File: src/hw/rtl/bsfc_pkg.sv
// ----------------------------------------------------------------------------
// bsfc_pkg
// Shared types and constants for the biosignal sample filter chain.
// ----------------------------------------------------------------------------
`default_nettype none

package bsfc_pkg;

    localparam int SAMPLE_W = 24;
    localparam int CH_FIELD_W = 2;
    localparam int COEF_W = 16;
    localparam int GAIN_W = 10;
    localparam int PH_W = 16;
    localparam int X_W = 32;
    localparam int HP_W = 40;
    localparam int PLOT_W = 32;
    localparam int POS_W = 10;
    localparam int HW_CH = 3;

    localparam int CFG_IDX_W = 3;
    localparam int CFG_DATA_W = 16;

    localparam int FIFO_DEPTH = 2;

    localparam logic [CFG_IDX_W-1:0] REG_HP_COEF_CH0 = 3'd0;
    localparam logic [CFG_IDX_W-1:0] REG_HP_COEF_CH1 = 3'd1;
    localparam logic [CFG_IDX_W-1:0] REG_HP_COEF_CH2 = 3'd2;
    localparam logic [CFG_IDX_W-1:0] REG_GAIN_CH0 = 3'd3;
    localparam logic [CFG_IDX_W-1:0] REG_GAIN_CH1 = 3'd4;
    localparam logic [CFG_IDX_W-1:0] REG_GAIN_CH2 = 3'd5;
    localparam logic [CFG_IDX_W-1:0] REG_PLOT_HEIGHT = 3'd6;

    localparam logic [COEF_W-1:0] HP_COEF_CH0_RST = 16'd61662;
    localparam logic [COEF_W-1:0] HP_COEF_CH1_RST = 16'd63540;
    localparam logic [COEF_W-1:0] HP_COEF_CH2_RST = 16'd63540;
    localparam logic [GAIN_W-1:0] GAIN_CH0_RST = 10'd500;
    localparam logic [GAIN_W-1:0] GAIN_CH1_RST = 10'd200;
    localparam logic [GAIN_W-1:0] GAIN_CH2_RST = 10'd200;
    localparam logic [PH_W-1:0] PLOT_HEIGHT_RST = 16'd512;

    localparam logic [PLOT_W-1:0] PLOT_MAX = 32'h7FFF_FFFF;
    localparam logic [PLOT_W-1:0] PLOT_MIN = 32'h8000_0000;

    typedef struct packed {
        logic [7:0] byte_high;
        logic [7:0] byte_mid;
        logic [7:0] byte_low;
        logic [CH_FIELD_W-1:0] channel;
    } in_item_t;

    typedef struct packed {
        logic signed [SAMPLE_W-1:0] raw_sample;
        logic signed [PLOT_W-1:0] plot_value;
        logic [POS_W-1:0] plot_position;
    } out_item_t;

    typedef struct packed {
        logic [HW_CH-1:0][COEF_W-1:0] hp_coef;
        logic [HW_CH-1:0][GAIN_W-1:0] gain;
        logic [PH_W-1:0] plot_height;
    } cfg_t;

    typedef struct packed {
        logic signed [SAMPLE_W-1:0] raw;
        logic [CH_FIELD_W-1:0] ch;
        logic active;
        logic signed [X_W-1:0] x;
    } q_item_t;

    typedef struct packed {
        logic full;
        logic empty;
    } q_stat_t;

endpackage

`default_nettype wire

File: src/hw/rtl/bsfc_fifo.sv
// ----------------------------------------------------------------------------
// bsfc_fifo
// Short word queue between the front and the filter sequencer.
// ----------------------------------------------------------------------------
`default_nettype none

module bsfc_fifo
    import bsfc_pkg::*;
(
    input  wire logic    clk,
    input  wire logic    rst_n,
    input  wire logic    push,
    input  wire q_item_t push_item,
    input  wire logic    pop,
    output q_item_t      pop_item,
    output q_stat_t      q_stat
);

    localparam int FP_W = (FIFO_DEPTH > 1) ? $clog2(FIFO_DEPTH) : 1;
    localparam int FC_W = $clog2(FIFO_DEPTH + 1);

    q_item_t         entry_reg [FIFO_DEPTH];
    logic [FP_W-1:0] wr_ptr_reg;
    logic [FP_W-1:0] wr_ptr_next;
    logic [FP_W-1:0] rd_ptr_reg;
    logic [FP_W-1:0] rd_ptr_next;
    logic [FC_W-1:0] count_reg;
    logic [FC_W-1:0] count_next;

    assign q_stat.full  = (count_reg == FC_W'(FIFO_DEPTH));
    assign q_stat.empty = (count_reg == '0);
    assign pop_item     = entry_reg[rd_ptr_reg];

    always_comb
    begin
        wr_ptr_next = wr_ptr_reg;
        rd_ptr_next = rd_ptr_reg;
        count_next  = count_reg;
        if (push)
        begin
            wr_ptr_next = (wr_ptr_reg == FP_W'(FIFO_DEPTH - 1)) ? '0 : wr_ptr_reg + 1'b1;
        end
        if (pop)
        begin
            rd_ptr_next = (rd_ptr_reg == FP_W'(FIFO_DEPTH - 1)) ? '0 : rd_ptr_reg + 1'b1;
        end
        if (push && !pop)
        begin
            count_next = count_reg + 1'b1;
        end
        else if (pop && !push)
        begin
            count_next = count_reg - 1'b1;
        end
    end

    always_ff @(posedge clk or negedge rst_n)
    begin
        if (!rst_n)
        begin
            wr_ptr_reg <= '0;
            rd_ptr_reg <= '0;
            count_reg  <= '0;
        end
        else
        begin
            wr_ptr_reg <= wr_ptr_next;
            rd_ptr_reg <= rd_ptr_next;
            count_reg  <= count_next;
        end
    end

    always_ff @(posedge clk)
    begin
        if (push)
        begin
            entry_reg[wr_ptr_reg] <= push_item;
        end
    end

endmodule

`default_nettype wire

File: config.mk
export PLATFORM = sky130hd
export DESIGN_NAME = bsfc_fifo
export DESIGN_NICKNAME = d
export VERILOG_FILES = /design/src/hw/rtl/bsfc_pkg.sv /design/src/hw/rtl/bsfc_fifo.sv
export SDC_FILE = /design/constraint.sdc
export NUM_CORES = 1
export LEC_CHECK = 0
export BUFFER_PORTS_ARGS = -buffer_cell sky130_fd_sc_hd__buf_2
export CORE_ASPECT_RATIO = 1.1
export CORE_UTILIZATION = 50
export DETAILED_ROUTE_END_ITERATION = 12
export MAX_ROUTING_LAYER = met4
export PLACE_DENSITY = 0.79
export SLEW_MARGIN = 25
export SYNTH_ARGS = -nofsm -noshare
export SYNTH_HDL_FRONTEND = slang
export SYNTH_SLANG_ARGS = --single-unit
export TNS_END_PERCENT = 1
File: constraint.sdc
create_clock -name clk -period 7.22 [get_ports clk]
set_input_delay 0.361 -clock clk [delete_from_list [all_inputs] [get_ports clk]]
set_output_delay 0.361 -clock clk [all_outputs]
set_load 0.02 [all_outputs]
Word level (Yosys, flattened, before mapping)
Memory sizes are Yosys's and may differ from the RTL's.
Cells that the tools add are included.
{"block": "word_totals", "regBits": 4, "ramBits": 118, "inputBits": 63, "out_inout_bits": 61, "elab_cells": 21, "memories": 1}
{"name": "entry_reg", "words": 2, "word_bits": 59, "read_ports": 1, "rd_ports_with_merged_regs": 0, "write_ports": 1, "line": "bsfc_fifo.sv:22", "source": "q_item_t entry_reg [FIFO_DEPTH];"}
{"block": "classes", "n_addsub": 4, "eq_ne": 1, "n_mux": 6, "reduce_logical": 6}
{"op": "1-bit 2-to-1 mux", "n": 4}
{"op": "2-bit 2-to-1 mux", "n": 2}
{"op": "1-bit adder (second input constant)", "n": 2}
{"op": "2-bit by 1-bit adder with 2-bit output (second input constant)", "n": 1}
{"op": "2-bit equality test (second input constant)", "n": 1}
{"op": "1-bit logical AND", "n": 2}
{"op": "1-bit logical NOT", "n": 2}
{"op": "2-bit logical NOT", "n": 1}
{"op": "2-bit nonzero test", "n": 1}
{"op": "2-bit by 1-bit subtractor with 2-bit output (second input constant)", "n": 1}

Logic depth before layout (Yosys ltp)
{"block": "depth", "depth_word": 4, "ltp_mapped": 5, "mapped_depth_nobuf": 5}

Least setup slack after synthesis
Ideal clock, no wire load.
{"block": "synth_path", "path_type": "reg2reg", "from": "reg wr_ptr_reg", "to": "mem entry_reg[0][0] in the netlist's numbering, enable pin", "setup_time_ps": 483, "arrival_time_ps": 3028, "required_ps": 6737, "slack_ps": 3709, "stages_incl_launch_ff": 2, "path_buffers": 0, "synth_period_minus_slack_ps": 3511, "cell_sequence": "dfrtp_1 nor2b_1"}
{"item": "start, declared", "line": "bsfc_fifo.sv:23", "source": "logic [FP_W-1:0] wr_ptr_reg;"}
{"item": "start signal, assigned", "line": "bsfc_fifo.sv:67", "source": "wr_ptr_reg <= wr_ptr_next;"}
{"item": "end, declared", "line": "bsfc_fifo.sv:22"}
Straight into the memory's write port.

==> flow_metrics.tcl <==
set metrics [dict create \
    final-setup-viol-count 0 \
    hpwl_um 4760 \
    multi_input_area_um2 977 \
    path_class "reg2out" \
    cts_max_path_buffers 2 \
    outcome "completed" \
    fin_skew_ps 9.81 \
    die_h_um 104 \
    ys_seq_elements 122 \
    synth_fa_ha_area_share_pct 0.264 \
    rows 36 \
    synth_compound_area_share_pct 0 \
    layout.nets 403 \
    place_congestion 0.708 \
    netlist_instances 200 \
    worstPathMaxFanout 35 \
    min_period_ps 2530 \
    vias_per_cell 4.82 \
    p_leak_uw 0.00245 \
    antenna_cells 0 \
    die_w_um 94.9 \
    regArea_um2 3650 \
    fillers 626 \
    drc 0 \
    start_util_pct 52.4 \
    power_density_nw_per_um2 427 \
    synth-seq-area-share_pct 76.8 \
    synth_top_family_by_area "multiplexers" \
    io_buffers 123 \
    fin_tns_setup_ps 0 \
    worstMarginPinSlew_ps 826 \
    syn_nets 264 \
    core_um2 9050 \
    first_iter_violations 131 \
    drive_gt1_share_pct 61.9 \
    ys_types 12 \
    hold_violations 0 \
    clk_pin_slew_ps 60 \
    synth_area_per_cell_um2 23.7 \
    synth_xor_area_share_pct 0.923 \
    slew_headroom_pct 44.8 \
    vias 2246 \
    ios 124 \
    areaGrowthSynthToFinish_pct 25.8 \
    grt_pass1_vias 2377 \
    cp_data_arrival_time_ps 2170 \
    antenna_found_initial 0 \
    grt_max_degree 36 \
    grt.total_usage_pct 16.2 \
    fmax_mhz 395 \
    hold_path_class "in2reg" \
    worstSkewPairLatency_ps 500 \
    finalPower_uw 2550 \
    cts_root_buf "clkbuf_8" \
    vdd_ir_drop_max_v 0.000291 \
    drv_slew 0 \
    cts_tree "built" \
    yosysWarnings 0 \
    drt_pass1_iterations 4 \
    rsz0062_at_grt "false" \
    antenna_left 0 \
    drt_wl_total_um 7190 \
    synthMuxAreaShare_pct 18.7 \
    cts_sinks 122 \
    die_area_um2 9890 \
    critPathLaunchType "flip-flop" \
    final_util_pct 66.0 \
    cts_buffers 17 \
    end_kind "primary output" \
    most-common-layout-cells "buf_2, edfxtp_1, mux2_4, clkbuf_16" \
    cap_violations 0 \
    largest_register_ff_count 118 \
    overflow 0 \
    cp.required_ps 6860 \
    yosys.area_share.simple_pct 0.554 \
    grt_pass1_wl_um 11200 \
    wl_per_cell_um 15.4 \
    htreeDepth 4 \
    period_share_pct 35.1 \
    final_common_cell "buf_2" \
    netlist_area_um2 4750 \
]
cell usage after synthesis:
library cell | instances | share of area (%)
and2_1 | 1 | 0.13
buf_12 | 6 | 2.5
buf_6 | 1 | 0.24
dfrtp_1 | 4 | 2.1
edfxtp_1 | 118 | 75
ha_1 | 1 | 0.26
inv_1 | 1 | 0.079
mux2_4 | 59 | 19
nor2_1 | 2 | 0.16
nor2b_1 | 2 | 0.26
xnor2_1 | 1 | 0.18
xor2_1 | 4 | 0.74
critical path, stage by stage, from the launching register on:
cell	delay (ps)
dfrtp_4	850
buf_12	300
mux2_4	330
buf_2	160
where the power goes:
part | switching [µW] | internal [µW]
logic | 398 | 371
registers | 92.4 | 943
clock network | 292 | 454
total | 782 | 1770
per-layer routing:
| metal | GRT usage [%] | part of all wire (%) |
|---|---|---|
| met5 | - | 0 |
| met4 | 7.79 | 0.92 |
| met3 | 5.26 | 4.8 |
| met2 | 26.8 | 54 |
| met1 | 17.2 | 40 |
cell type report:
class / instances / area share [%]
clock buffer: 17 / 6.93
sequential: 122 / 61.1
clock inverter: 15 / 2.12
multi-input combinational: 70 / 16.4
inverter: 1 / 0.0629
timing repair buffer: 127 / 11.1
tap: 114 / 2.39
through the flow:
step | setup WS (ps) | std cells | hold WS, ps | instance area (µm²)
6_report | 4690 | 466 | 41.3 | 5970
5_1_grt | 4580 | 466 | 12.9 | 5970
4_1_cts | 4620 | 466 | 14.0 | 5970
3_5_place_dp | 5090 | 433 | 172 | 5420
3_3_place_gp | 5100 | 432 | 166 | 5400
2_1_floorplan | 3710 | 200 | 65.4 | 4750
cell families (layout without fill, tap and decap cells):
group / after synthesis / count (layout)
flops: 122 / 122
fa+ha+maj: 1 / 1
xor+xnor: 5 / 5
buf+inv: 8 / 160
simple gates: 5 / 5
mux: 59 / 59
worst paths after layout:
| path | start | slack [ps] | to | cells after the start |
|---|---|---|---|---|
| setup reg to reg | wr_ptr_reg | 5240 | entry_reg[0][45] | 2 |
| hold / removal | push_item[32] | 40 | entry_reg[1][32] | 1 |
| setup / recovery | rd_ptr_reg | 4690 | pop_item[22] | 3 |
| min in group asynchronous | rst_n | 200 | wr_ptr_reg | 2 |
| max in group asynchronous | rst_n | 6880 | rd_ptr_reg | 2 |
| hold reg to reg | count_reg[1] | 490 | count_reg[1] | 1 |
what timing repair did:
action | 4_1_cts | 5_1_grt
endpoints found under the hold margin | 4 | 0
gates resized for setup | 0 | 0
buffers inserted | 0 | 0
hold buffers | 1 | 0
No activity file was read; power rests on OpenSTA's default activity.
